File: src/rtl/tmcw_pkg.sv
// tmcw_pkg: shared types and constants for the text mode console writer
// used by tmcw_front, tmcw_back and text_mode_console_writer_unit; no dependencies
`timescale 1ns / 1ps
`default_nettype none

package tmcw_pkg;

  localparam int unsigned ROWS_DEF    = 25;
  localparam int unsigned COLUMNS_DEF = 80;

  localparam int unsigned ROW_W     = 5;
  localparam int unsigned COL_W     = 7;
  localparam int unsigned OFF_W     = 11;
  localparam int unsigned CHAR_W    = 8;
  localparam int unsigned COLOR_W   = 4;
  localparam int unsigned CELL_W    = 16;
  localparam int unsigned CFG_IDX_W = 2;

  localparam int unsigned IN_DATA_W  = 24;
  localparam int unsigned OUT_DATA_W = 40;

  localparam logic [CFG_IDX_W-1:0] CFG_FG = 2'd0;
  localparam logic [CFG_IDX_W-1:0] CFG_BG = 2'd1;

  localparam logic [COLOR_W-1:0] FG_RESET = 4'd7;
  localparam logic [COLOR_W-1:0] BG_RESET = 4'd0;

  localparam logic [CELL_W-1:0] BLANK_CELL   = 16'h0F20;
  localparam logic [CHAR_W-1:0] NEWLINE_CHAR = 8'd10;

  typedef enum logic [1:0] {
    OP_PRINT = 2'd0,
    OP_MOVE  = 2'd1,
    OP_CLEAR = 2'd2,
    OP_READ  = 2'd3
  } op_t;

  typedef enum logic [2:0] {
    ST_IDLE,
    ST_SCR_RD,
    ST_SCR_WR,
    ST_FILL,
    ST_READ,
    ST_RESP
  } state_t;

  typedef struct packed {
    op_t              op;
    logic [CHAR_W-1:0] ch;
    logic [ROW_W-1:0]  row;
    logic [COL_W-1:0]  col;
    logic              in_range;
    logic              newline;
  } item_t;

endpackage

`default_nettype wire

File: src/rtl/tmcw_front.sv
// tmcw_front: accepts input beats, classifies them and holds them in a two-entry queue
// depends on tmcw_pkg
`timescale 1ns / 1ps
`default_nettype none

module tmcw_front #(
  parameter int unsigned ROWS    = tmcw_pkg::ROWS_DEF,
  parameter int unsigned COLUMNS = tmcw_pkg::COLUMNS_DEF
) (
  input  wire                            clk,
  input  wire                            rst_n,
  input  wire                            in_tvalid,
  output logic                           in_tready,
  input  wire  [tmcw_pkg::IN_DATA_W-1:0] in_tdata,
  input  wire  [1:0]                     in_tuser,
  input  wire                            busy_init,
  output logic                           q_valid,
  output tmcw_pkg::item_t                q_item,
  input  wire                            q_pop
);

  tmcw_pkg::item_t q_mem_r [2];
  logic            wr_ptr_r, wr_ptr_nxt;
  logic            rd_ptr_r, rd_ptr_nxt;
  logic [1:0]      cnt_r, cnt_nxt;
  logic            push;
  tmcw_pkg::item_t new_item;

  always_comb begin
    new_item.op       = tmcw_pkg::op_t'(in_tuser);
    new_item.ch       = in_tdata[7:0];
    new_item.row      = in_tdata[12:8];
    new_item.col      = in_tdata[19:13];
    new_item.in_range = ({1'b0, in_tdata[12:8]} < 6'(ROWS)) &&
                        ({1'b0, in_tdata[19:13]} < 8'(COLUMNS));
    new_item.newline  = (in_tdata[7:0] == tmcw_pkg::NEWLINE_CHAR);
  end

  assign in_tready = (cnt_r != 2'd2) && !busy_init;
  assign push      = in_tvalid && in_tready;
  assign q_valid   = (cnt_r != 2'd0);
  assign q_item    = q_mem_r[rd_ptr_r];

  always_comb begin
    wr_ptr_nxt = push ? ~wr_ptr_r : wr_ptr_r;
    rd_ptr_nxt = q_pop ? ~rd_ptr_r : rd_ptr_r;
    cnt_nxt    = cnt_r + 2'(push) - 2'(q_pop);
  end

  always_ff @(posedge clk) begin
    if (!rst_n) begin
      wr_ptr_r <= 1'b0;
      rd_ptr_r <= 1'b0;
      cnt_r    <= 2'd0;
    end else begin
      wr_ptr_r <= wr_ptr_nxt;
      rd_ptr_r <= rd_ptr_nxt;
      cnt_r    <= cnt_nxt;
    end
  end

  always_ff @(posedge clk) begin
    if (push) begin
      q_mem_r[wr_ptr_r] <= new_item;
    end
  end

endmodule

`default_nettype wire

File: config.mk
export PLATFORM = sky130hd
export DESIGN_NAME = tmcw_front
export DESIGN_NICKNAME = d
export VERILOG_FILES = /design/src/rtl/tmcw_pkg.sv /design/src/rtl/tmcw_front.sv
export SDC_FILE = /design/constraint.sdc
export NUM_CORES = 1
export LEC_CHECK = 0
export ABC_CLOCK_PERIOD_IN_PS = 3400
export BUFFER_PORTS_ARGS = -buffer_cell sky130_fd_sc_hd__clkbuf_2
export CAP_MARGIN = 25
export CORE_MARGIN = 2
export CORE_UTILIZATION = 36
export CTS_BUF_LIST = sky130_fd_sc_hd__clkbuf_8
export CTS_CLUSTER_DIAMETER = 100
export DETAILED_ROUTE_END_ITERATION = 6
export PLACE_DENSITY_LB_ADDON = 0.08
export SYNTH_ARGS = -nofsm -noshare
export SYNTH_HDL_FRONTEND = slang
export SYNTH_SLANG_ARGS = --single-unit
export TNS_END_PERCENT = 20
File: constraint.sdc
create_clock -name clk -period 3.4 [get_ports clk]
set_clock_uncertainty 0.1 [all_clocks]
set_input_delay 0.34 -clock clk [delete_from_list [all_inputs] [get_ports clk]]
set_output_delay 0.34 -clock clk [all_outputs]
set_load 0.03 [all_outputs]
==> out/qor.tcl, run 1 <==
set qor(postCtsResizedCells) 0
set qor(vias) 1096
set qor(detailedRoute.firstPassIterationCount) 4
set qor(largest_delay_contributor_family_on_the_critical_path) {flip-flops}
set qor(mapped_area_sq_um) 2020
set qor(cp.required_ns) 2.96
set qor(floorplan.initialDensity_pct) 36.9
set qor(cp_cell_sequence) {buf_4 > mux2_2 > clkbuf_2}
set qor(min-delay-start) {in_tdata[16]}
set qor(netlist_instances) 108
set qor(path_clk_slew_ns) 0.09
set qor(max_stage_delay_on_crit_path_ns) 0.64
set qor(category_of_the_worst_setup_path_capture_point) {primary output}
set qor(worst_r2r_startpoint) {cnt_r[1]}
set qor(slew_viol_final) 0
set qor(clock-root-buffer) {sky130_fd_sc_hd__clkbuf_8}
set qor(regToRegEndpoint) {cnt_r[1]}
set qor(worst_rel_slew_slack_pct) 66.8
set qor(ys.warnings.count) 0
set qor(stdcell_area_sq_um) 2480
set qor(detail_route.iter0.violations) 62
set qor(maximum_number_of_pins_on_one_net_before_global_route_repair) 25
set qor(grt_pass1_vias) 1142
set qor(gr-total-overflow) 0
set qor(combinationalPowerShare_pct) 15.1
set qor(worst_hold_path.endpoint) {q_mem_r[1][5]}
set qor(dp_worst_setup_slack_ns) 1.43
set qor(cp_slowest_cell) {sky130_fd_sc_hd__dfxtp_1}
set qor(distinct_cell_type_count_of_the_synthesized_netlist) 25
set qor(power_mw) 1.38
set qor(timing.setup.critical_path_class) {reg2out}
set qor(ys_seq_area_share_pct) 76.2
set qor(placeableCoreArea_sq_um) 5470
set qor(hold_slack_ns) 0.129
set qor(drt-wirelength-per-cell_um) 14.1
set qor(cts_made_buffers) 5
set qor(tns_ns) 0
set qor(power_switching_mw) 0.340
set qor(die-width_um) 78.9
set qor(worst_pin_slew_ns) 0.497
set qor(final.min_clock_period_ns) 2.26
set qor(async_flop_share_pct) 0
set qor(hp-class) {in2reg}
set qor(post_dp_cell_area_sq_um) 2370
set qor(post_cts_hold_buffer_count) 0
set qor(peakVddDrop_v) 0.000242
set qor(port_buffers) 52
set qor(grt_antenna_before_repair) 0
set qor(cts_max_path_buffers) 2
set qor(status) {finished, final reports clean}
set qor(postRouteWirelength_mm) 3.38
set qor(number_of_fill_cells_in_the_layout) 514
set qor(floorplan.die_area_sq_um) 6230
set qor(final_layout_size_suffix_gt1_share_pct) 51.8
set qor(cellInternalPower_mw) 1.04
set qor(postSynthNetCount) 141
set qor(p_leak_nw) 0.942
set qor(report.final.setup_viol) 0
set qor(gp_congestion) 0.695
set qor(tritoncts) {done}
set qor(area_delta_synth_final_pct) 22.5
set qor(setup.reg_to_reg.worst_slack_ns) 1.53
set qor(pwr-share-seq_pct) 55.1
set qor(switching_share_pct) 24.6
set qor(htree_depth) 2
set qor(critical_path.startpoint_type) {flip-flop}
set qor(fp-row-count) 27
set qor(fmax_mhz) 442
set qor(final_critical_path_share_of_the_clock_period_pct) 66.5
set qor(grt_first_pass_wirelength_mm) 5.50
set qor(synth_enable_flop_cells) 48
set qor(post-route-worst-setup-slack_ns) 1.14
set qor(drcViolationCount) 0
set qor(cts_setup_buffers) 0
set qor(hold_path_depth) 1
set qor(design.portCount) 57
set qor(top_ff_cell_synth) {sky130_fd_sc_hd__edfxtp_1}
set qor(final_hold_viol_count) 0
set qor(postRouteAntennaNets) 0
set qor(worstSkewPairLatency_ns) 0.30
set qor(route.detailed.vias_per_inst) 4.57
set qor(design.final.nets) 200
set qor(synthesis.area_per_instance_sq_um) 18.7
set qor(insertedDiodeCount) 0
set qor(numClockSinks) 53
set qor(worst_ep_arrival_time_ns) 1.82
set qor(rsz0062_at_grt) {no}
set qor(cap_violations) 0
set qor(reg2reg_depth) 9
set qor(path_buf_inv) 2
set qor(peak_fanout_along_the_critical_path) 14
set qor(postSynthRegisterBits) 53
set qor(cellPowerDensity_nw_per_um2) 558
set qor(power_frac_clock_pct) 29.8
set qor(gr-usage-all-layers_pct) 11.9
set qor(die_h_um) 78.9
-- power groups by stage --
stage	Combinational [mW]	Clock (mW)	Sequential, mW
after floorplan	0.154	0	0.769
after global placement	0.208	0	0.775
after detailed placement	0.212	0	0.778
after CTS	0.212	0.426	0.762
after global routing	0.226	0.451	0.766
final	0.209	0.411	0.762
-- kinds of logic (layout without fill, tap and decap cells) --
| kind of cell | after synthesis | after routing | share of synthesized area (%) |
|---|---|---|---|
| AO/OA/AOI/OAI | 4 | 4 | 1.18 |
| XOR/XNOR | 2 | 2 | 0.866 |
| multiplexers | 24 | 24 | 13.4 |
| flip-flops | 53 | 53 | 76.2 |
| buffers and inverters | 6 | 66 | 1.92 |
| adder cells (fa/ha/maj) | 2 | 2 | 1.24 |
| AND/OR/NAND/NOR | 17 | 17 | 5.20 |
-- stage by stage --
stage                     utilization, %  std cells
after floorplan                        -        108
after global placement              43.3        232
after detailed placement            43.3        232
after CTS                           45.3        240
after global routing                45.3        240
final                               45.3        240
-- synth_stat cells, types with 2 or more instances --
master	instances	share of area [%]
sky130_fd_sc_hd__o21ai_0	2	0.50
sky130_fd_sc_hd__nor2_1	5	0.93
sky130_fd_sc_hd__mux2_2	22	12
sky130_fd_sc_hd__and2_1	2	0.62
sky130_fd_sc_hd__ha_1	2	1.2
sky130_fd_sc_hd__dfxtp_1	5	5.0
sky130_fd_sc_hd__buf_6	2	1.1
sky130_fd_sc_hd__mux2_1	2	1.1
sky130_fd_sc_hd__inv_1	3	0.56
sky130_fd_sc_hd__edfxtp_1	48	71
-- final cells by class --
cell class | instances | area, sq um | area share [%]
Tap cell | 72 | 90.1 | 3.64
Multi-Input combinational cell | 49 | 442 | 17.8
Timing Repair Buffer | 55 | 283 | 11.4
Sequential cell | 53 | 1540 | 62.2
Clock buffer | 5 | 68.8 | 2.78
Clock inverter | 3 | 41.3 | 1.67
Inverter | 3 | 11.3 | 0.455
-- cell usage in the layout, fill, tap and decap left out, types with 2 or more instances in the layout --
cell	instances
sky130_fd_sc_hd__o21ai_0	2
sky130_fd_sc_hd__edfxtp_1	48
sky130_fd_sc_hd__buf_4	3
sky130_fd_sc_hd__nor2_1	5
sky130_fd_sc_hd__clkbuf_2	52
sky130_fd_sc_hd__and2_1	2
sky130_fd_sc_hd__ha_1	2
sky130_fd_sc_hd__dfxtp_1	5
sky130_fd_sc_hd__clkbuf_8	5
sky130_fd_sc_hd__mux2_1	2
sky130_fd_sc_hd__mux2_2	22
sky130_fd_sc_hd__inv_1	3
-- registers in the layout, summed over array words and instances (netlist names), named ones only --
name / flops
q_mem_r: 48
cnt_r: 2
rd_ptr_r: 1
wr_ptr_r: 1
-- layer usage --
layer / vias to the layer above / wire length (um) / share of wire [%] / track usage [%]
met5: - / 0 / 0 / 0
li1: 527 / - / - / -
met1: 533 / 1360 / 40 / 13.5
met2: 34 / 1770 / 52 / 20.7
met3: 2 / 223 / 6.6 / 3.98
met4: 0 / 24 / 0.71 / 4.66
-- worst max-delay path by stage --
stage / slack, ns / cells after the start / start / endpoint
6_report: 1.14 / 3 / flip-flop / q_item[10]
5_1_grt: 1.02 / 3 / flip-flop / q_item[7]
4_1_cts: 1.08 / 3 / flip-flop / q_item[7]
3_5_place_dp: 1.43 / 3 / flip-flop / q_item[7]
3_3_place_gp: 1.42 / 3 / flip-flop / q_item[10]
2_1_floorplan: 1.27 / 3 / cnt_r[1] / q_mem_r[1][0]
Power figures use the tool's default switching activity.
==> inputs of run 2 (changes only) <==
ABC_AREA = 1   (was unset)
ABC_CLOCK_PERIOD_IN_PS = 2000   (was 3400)
clock period = 2 ns   (was 3.4 ns; I/O delays follow)
==> out/qor.tcl, run 2 <==
set qor(synth_top_cells_by_area) {sky130_fd_sc_hd__edfxtp_1 (68%), sky130_fd_sc_hd__mux2_4 (14%), sky130_fd_sc_hd__dfxtp_1 (4.7%)}
set qor(synthesis.area_per_instance_sq_um) 17.3 ;# -7.4%
set qor(tritoncts) {done}
set qor(hp-class) {in2reg}
set qor(post-synth-top-area-fraction_pct) 67.6 ;# -3.7 points
set qor(peakVddDrop_v) 0.000391 ;# +62%
set qor(synth_area_leader_cell) {sky130_fd_sc_hd__edfxtp_1}
set qor(worst_pin_slew_ns) 0.337 ;# -0.159 ns
set qor(floorplan.die_area_sq_um) 6550 ;# +5.2%
set qor(cap_violations) 0 ;# unchanged
set qor(ys.warnings.count) 0 ;# unchanged
set qor(synth.most_common_cell) {sky130_fd_sc_hd__edfxtp_1}
set qor(cellPowerDensity_nw_per_um2) 814 ;# +46%
set qor(numClockSinks) 53 ;# unchanged
set qor(postCtsResizedCells) 0 ;# unchanged
set qor(gr-total-overflow) 0 ;# unchanged
set qor(postSynthRegisterBits) 53 ;# unchanged
set qor(distinct_cell_type_count_of_the_synthesized_netlist) 16 ;# -36%
set qor(postSynthNetCount) 156 ;# +11%
set qor(layout.cells.most_common) {sky130_fd_sc_hd__clkbuf_2}
set qor(vias) 1211 ;# +10%
set qor(slew_viol_final) 0 ;# unchanged
set qor(worst_rel_slew_slack_pct) 77.5 ;# +11 points
set qor(largest_reg_flops) 48 ;# unchanged
set qor(cts_made_buffers) 5 ;# unchanged
set qor(placeableCoreArea_sq_um) 5820 ;# +6.3%
set qor(gp_congestion) 0.717 ;# +3.2%
set qor(hold_path_depth) 1 ;# unchanged
set qor(final_hold_viol_count) 0 ;# unchanged
set qor(top_regs) {q_mem_r: 48 flops, cnt_r: 2 flops}
set qor(reg2reg_depth) 10 ;# +1
set qor(floorplan.initialDensity_pct) 36.7 ;# -0.28 points
set qor(pwr-share-seq_pct) 58.3 ;# +3.2 points
set qor(route.detailed.vias_per_inst) 4.42 ;# -3.2%
set qor(async_flop_share_pct) 0 ;# unchanged
set qor(max_flop_register) {q_mem_r}
set qor(cts_max_path_buffers) 2 ;# unchanged
set qor(ys_seq_area_share_pct) 72.3 ;# -3.9 points
set qor(insertedDiodeCount) 0 ;# unchanged
set qor(tns_ns) 0 ;# unchanged
set qor(die-width_um) 81.0 ;# +2.5%
set qor(fp-row-count) 28 ;# +3.7%
set qor(final.min_clock_period_ns) 1.85
set qor(ys_top_cells_by_count) {sky130_fd_sc_hd__edfxtp_1 (48), sky130_fd_sc_hd__mux2_4 (20), sky130_fd_sc_hd__nand2_1 (12)}
set qor(power_switching_mw) 0.543 ;# +60%
set qor(layout.cells.non_filler) 274 ;# +14%
set qor(die_h_um) 81.0 ;# +2.5%
set qor(worst_ep_arrival_time_ns) 1.55 ;# -0.27 ns
set qor(netlist_instances) 123 ;# +14%
set qor(port_buffers) 52 ;# unchanged
set qor(mapped_area_sq_um) 2130 ;# +5.4%
set qor(combinationalPowerShare_pct) 16.6 ;# +1.5 points
set qor(grt_pass1_vias) 1220 ;# +6.8%
set qor(p_leak_nw) 1.13 ;# +20%
set qor(maximum_number_of_pins_on_one_net_before_global_route_repair) 25 ;# unchanged
set qor(place.detailed.hpwl_mm) 2.45
set qor(detail_route.iter0.violations) 60 ;# -3.2%
set qor(cellInternalPower_mw) 1.65 ;# +59%
set qor(final_cell_mix) {sky130_fd_sc_hd__clkbuf_2 (52), sky130_fd_sc_hd__edfxtp_1 (48), sky130_fd_sc_hd__mux2_4 (20)}
set qor(path_clk_slew_ns) 0.09 ;# about the same
set qor(post-route-worst-setup-slack_ns) 0.154 ;# -0.983 ns
set qor(report.final.setup_viol) 0 ;# unchanged
set qor(synth_enable_flop_cells) 48 ;# unchanged
set qor(category_of_the_worst_setup_path_capture_point) {primary output}
set qor(postRouteWirelength_mm) 3.47 ;# +2.7%
set qor(final_layout_size_suffix_gt1_share_pct) 44.7 ;# -7.1 points
set qor(cp.required_ns) 1.70 ;# -1.26 ns
set qor(grt_first_pass_wirelength_mm) 5.42 ;# -1.4%
set qor(top_ff_cell_synth) {sky130_fd_sc_hd__edfxtp_1}
set qor(power_mw) 2.20 ;# +59%
set qor(power_frac_clock_pct) 25.1 ;# -4.7 points
set qor(dp_worst_setup_slack_ns) 0.347 ;# -1.08 ns
set qor(drcViolationCount) 0 ;# unchanged
set qor(peak_fanout_along_the_critical_path) 8 ;# -6
set qor(gr-usage-all-layers_pct) 11.4 ;# -0.45 points
set qor(critical_path.startpoint_type) {flip-flop}
set qor(clock-root-buffer) {sky130_fd_sc_hd__clkbuf_8}
set qor(htree_depth) 2 ;# unchanged
set qor(cts_setup_buffers) 0 ;# unchanged
set qor(design.portCount) 57 ;# unchanged
set qor(worstSkewPairLatency_ns) 0.29 ;# about the same
set qor(switching_share_pct) 24.7 ;# +0.12 points
set qor(area_delta_synth_final_pct) 26.5
set qor(postRouteAntennaNets) 0 ;# unchanged
set qor(status) {finished, final reports clean}
set qor(grt_antenna_before_repair) 0 ;# unchanged
set qor(placedCellCount) 252 ;# +8.6%
set qor(rsz0062_at_grt) {no}
set qor(design.final.nets) 231 ;# +16%
set qor(detailedRoute.firstPassIterationCount) 4 ;# unchanged
set qor(timing.setup.critical_path_class) {reg2out}
set qor(drt-wirelength-per-cell_um) 12.7 ;# -10%
set qor(final_critical_path_share_of_the_clock_period_pct) 92.3
set qor(fmax_mhz) 542
-- run 2: metrics by stage --
| stage | hold WS [ns] | util [%] | instance area [sq um] |
|---|---|---|---|
| after global routing | 0.00455 | 46.4 | 2700 |
| after detailed placement | 0.296 | 42.6 | 2470 |
| after CTS | 0.000570 | 46.0 | 2680 |
| after floorplan | 0.193 | - | 2130 |
| final | 0.0159 | 46.4 | 2700 |
| after global placement | 0.289 | 42.6 | 2470 |
-- run 2: layout make-up --
| class | count | area [sq um] |
|---|---|---|
| flip-flops and latches | 53 | 1540 |
| repair buffers | 71 | 438 |
| inverters | 10 | 37.5 |
| clock buffers | 5 | 68.8 |
| fillers | 569 | 3120 |
| clock inverters | 3 | 13.8 |
| multi-input cells | 57 | 504 |
| well taps | 75 | 93.8 |
-- run 2: final timing paths --
| kind | from | to | slack (ns) |
|---|---|---|---|
| max | flip-flop | q_item[0] | 0.15 |
| min | in_tdata[0] | q_mem_r[1][14] | 0.02 |
| max reg2reg | cnt_r[0] | cnt_r[1] | 0.32 |
| min reg2reg | rd_ptr_r | rd_ptr_r | 0.40 |
-- run 2: what timing repair did --
| item | CTS | global route |
|---|---|---|
| endpoints found under the hold margin | 24 | 4 |
| setup endpoints to repair | 0 | 0 |
| hold buffers | 12 | 2 |
-- run 2: power by group through the flow --
stage	Clock, mW	Combinational, mW	Sequential (mW)
after floorplan	0	0.258	1.30
after global placement	0	0.341	1.30
after detailed placement	0	0.349	1.31
after CTS	0.578	0.369	1.28
after global routing	0.622	0.398	1.29
final	0.551	0.364	1.28
-- run 2: worst max-delay path, stage by stage (launching register included) --
cell                       delay (ns)
sky130_fd_sc_hd__dfxtp_1         0.46
sky130_fd_sc_hd__buf_4           0.25
sky130_fd_sc_hd__mux2_2          0.36
sky130_fd_sc_hd__clkbuf_2        0.18
-- run 2: layer usage --
layer | GRT usage, % | wire length [um] | up-vias
met3 | 4.22 | 232 | 2
li1 | - | - | 597
met2 | 20.3 | 1790 | 32
met1 | 12.0 | 1420 | 580
met5 | 0 | 0 | -
met4 | 5.08 | 25 | 0
-- run 2: cell families (layout without fill, tap and decap cells) --
group | after synthesis | count (layout) | share of synthesized area (%)
flip-flops | 53 | 53 | 72.3
multiplexers | 24 | 24 | 16.2
buffers and inverters | 13 | 89 | 4.17
AND/OR/NAND/NOR | 27 | 27 | 5.11
AO/OA/AOI/OAI | 4 | 4 | 1.06
adder cells (fa/ha/maj) | 2 | 2 | 1.17
==> inputs of run 3 (changes only) <==
PLACE_DENSITY = 0.68   (was unset)
PLACE_DENSITY_LB_ADDON = unset   (was 0.08)
==> out/qor.tcl, run 3 (synthesis gave the netlist of run 2 again) <==
set qor(placeableCoreArea_sq_um) 5820 ;# unchanged
set qor(grt_pass1_vias) 1238 ;# +1.5%
set qor(numClockSinks) 53 ;# unchanged
set qor(place.detailed.hpwl_mm) 2.56 ;# +4.6%
set qor(worst_pin_slew_ns) 0.353 ;# +0.0158 ns
set qor(hp-class) {in2reg}
set qor(floorplan.die_area_sq_um) 6550 ;# unchanged
set qor(grt_first_pass_wirelength_mm) 5.69 ;# +5.0%
set qor(htree_depth) 2 ;# unchanged
set qor(layout.cells.most_common) {sky130_fd_sc_hd__clkbuf_2}
set qor(detail_route.iter0.violations) 62 ;# +3.3%
set qor(final_cell_mix) {sky130_fd_sc_hd__clkbuf_2 (52), sky130_fd_sc_hd__edfxtp_1 (48), sky130_fd_sc_hd__mux2_4 (20)}
set qor(cts_max_path_buffers) 2 ;# unchanged
set qor(fp-row-count) 28 ;# unchanged
set qor(critical_path.startpoint_type) {flip-flop}
set qor(gr-usage-all-layers_pct) 11.6 ;# +0.16 points
set qor(hold_path_depth) 1 ;# unchanged
set qor(tritoncts) {done}
set qor(max_flop_register) {q_mem_r}
set qor(cap_violations) 0 ;# unchanged
set qor(port_buffers) 52 ;# unchanged
set qor(cts_setup_buffers) 0 ;# unchanged
set qor(area_delta_synth_final_pct) 26.5 ;# about the same
set qor(cts_made_buffers) 5 ;# unchanged
set qor(floorplan.initialDensity_pct) 36.7 ;# unchanged
set qor(reg2reg_depth) 10 ;# unchanged
set qor(power_mw) 2.34 ;# +6.4%
set qor(report.final.setup_viol) 0 ;# unchanged
set qor(final_critical_path_share_of_the_clock_period_pct) 86.3 ;# -6.0 points
set qor(maximum_number_of_pins_on_one_net_before_global_route_repair) 25 ;# unchanged
set qor(peakVddDrop_v) 0.000362 ;# -7.5%
set qor(post_dp_cell_area_sq_um) 2480 ;# +0.20%
set qor(peak_fanout_along_the_critical_path) 24 ;# +16
set qor(status) {finished, final reports clean}
set qor(postRouteAntennaNets) 0 ;# unchanged
set qor(rsz0062_at_grt) {no}
set qor(path_clk_slew_ns) 0.09 ;# about the same
set qor(slew_viol_final) 0 ;# unchanged
set qor(worstSkewPairLatency_ns) 0.29 ;# about the same
set qor(design.final.nets) 227 ;# -1.7%
set qor(worst_rel_slew_slack_pct) 76.5 ;# -1.1 points
set qor(final.min_clock_period_ns) 1.73 ;# -0.120 ns
set qor(timing.setup.critical_path_class) {reg2out}
set qor(worst_ep_arrival_time_ns) 1.43 ;# -0.12 ns
set qor(die_h_um) 81.0 ;# unchanged
set qor(stdcell_area_sq_um) 2700 ;# about the same
set qor(vias) 1206 ;# -0.41%
set qor(drt-wirelength-per-cell_um) 13.4 ;# +6.0%
set qor(drcViolationCount) 0 ;# unchanged
set qor(grt_antenna_before_repair) 0 ;# unchanged
set qor(die-width_um) 81.0 ;# unchanged
set qor(p_leak_nw) 1.12 ;# -0.52%
set qor(route.detailed.vias_per_inst) 4.47 ;# +1.1%
set qor(postRouteWirelength_mm) 3.62 ;# +4.4%
set qor(design.portCount) 57 ;# unchanged
set qor(gp_congestion) 0.696 ;# -3.0%
set qor(detailedRoute.firstPassIterationCount) 4 ;# unchanged
set qor(category_of_the_worst_setup_path_capture_point) {primary output}
set qor(largest_reg_flops) 48 ;# unchanged
set qor(insertedDiodeCount) 0 ;# unchanged
set qor(cellPowerDensity_nw_per_um2) 867 ;# +6.5%
set qor(clock-root-buffer) {sky130_fd_sc_hd__clkbuf_8}
set qor(fmax_mhz) 579 ;# +6.9%
set qor(tns_ns) 0 ;# unchanged
set qor(final_hold_viol_count) 0 ;# unchanged
set qor(cp.required_ns) 1.70 ;# about the same
set qor(final_layout_size_suffix_gt1_share_pct) 44.6 ;# -0.11 points
set qor(top_regs) {q_mem_r: 48 flops, cnt_r: 2 flops}
set qor(gr-total-overflow) 0 ;# unchanged
run 3: per-stage QoR:
stage               utilization, %  instances  hold WS, ns  setup slack [ns]
floorplan                        -        123        0.193             0.302
finish                        46.4        270       0.0133             0.274
global placement              42.6        251        0.291             0.381
detailed placement            42.6        251        0.295             0.366
global route                  46.4        270      0.00126             0.208
CTS                           46.0        268      0.00176             0.245
run 3: path summary, 6_finish.rpt:
path,from,endpoint,slack [ns]
max,flip-flop,q_item[0],0.27
max reg2reg,cnt_r[0],cnt_r[1],0.37
min reg2reg,rd_ptr_r,rd_ptr_r,0.41
min,in_tdata[12],q_mem_r[1][13],0.01
run 3: worst max-delay path, cell delays in order (launching register included):
cell	delay, ns
sky130_fd_sc_hd__dfxtp_1	0.36
sky130_fd_sc_hd__buf_12	0.22
sky130_fd_sc_hd__mux2_2	0.36
sky130_fd_sc_hd__clkbuf_2	0.18
run 3: layout make-up:
cell class,instances,area (sq um)
inverters,10,37.5
multi-input cells,57,504
fillers,555,3120
well taps,75,93.8
clock buffers,5,68.8
flip-flops and latches,53,1540
repair buffers,67,413
clock inverters,3,37.5
run 3: power breakdown:
group          internal (mW)  switching (mW)  total [mW]
Combinational          0.151           0.215       0.366
Sequential              1.26          0.0164        1.28
Clock                  0.365           0.328       0.692
run 3: metal layers:
metal	track usage (%)	vias up	wire, um
met4	2.03	0	0
li1	-	583	-
met3	3.56	0	182
met5	0	-	0
met1	13.6	586	1530
met2	21.0	37	1910
run 3: what timing repair did:
action	4_1_cts	5_1_grt
resized for setup	0	0
hold buffers	9	2
endpoints found under the hold margin	18	4
endpoints found under the setup margin	0	0
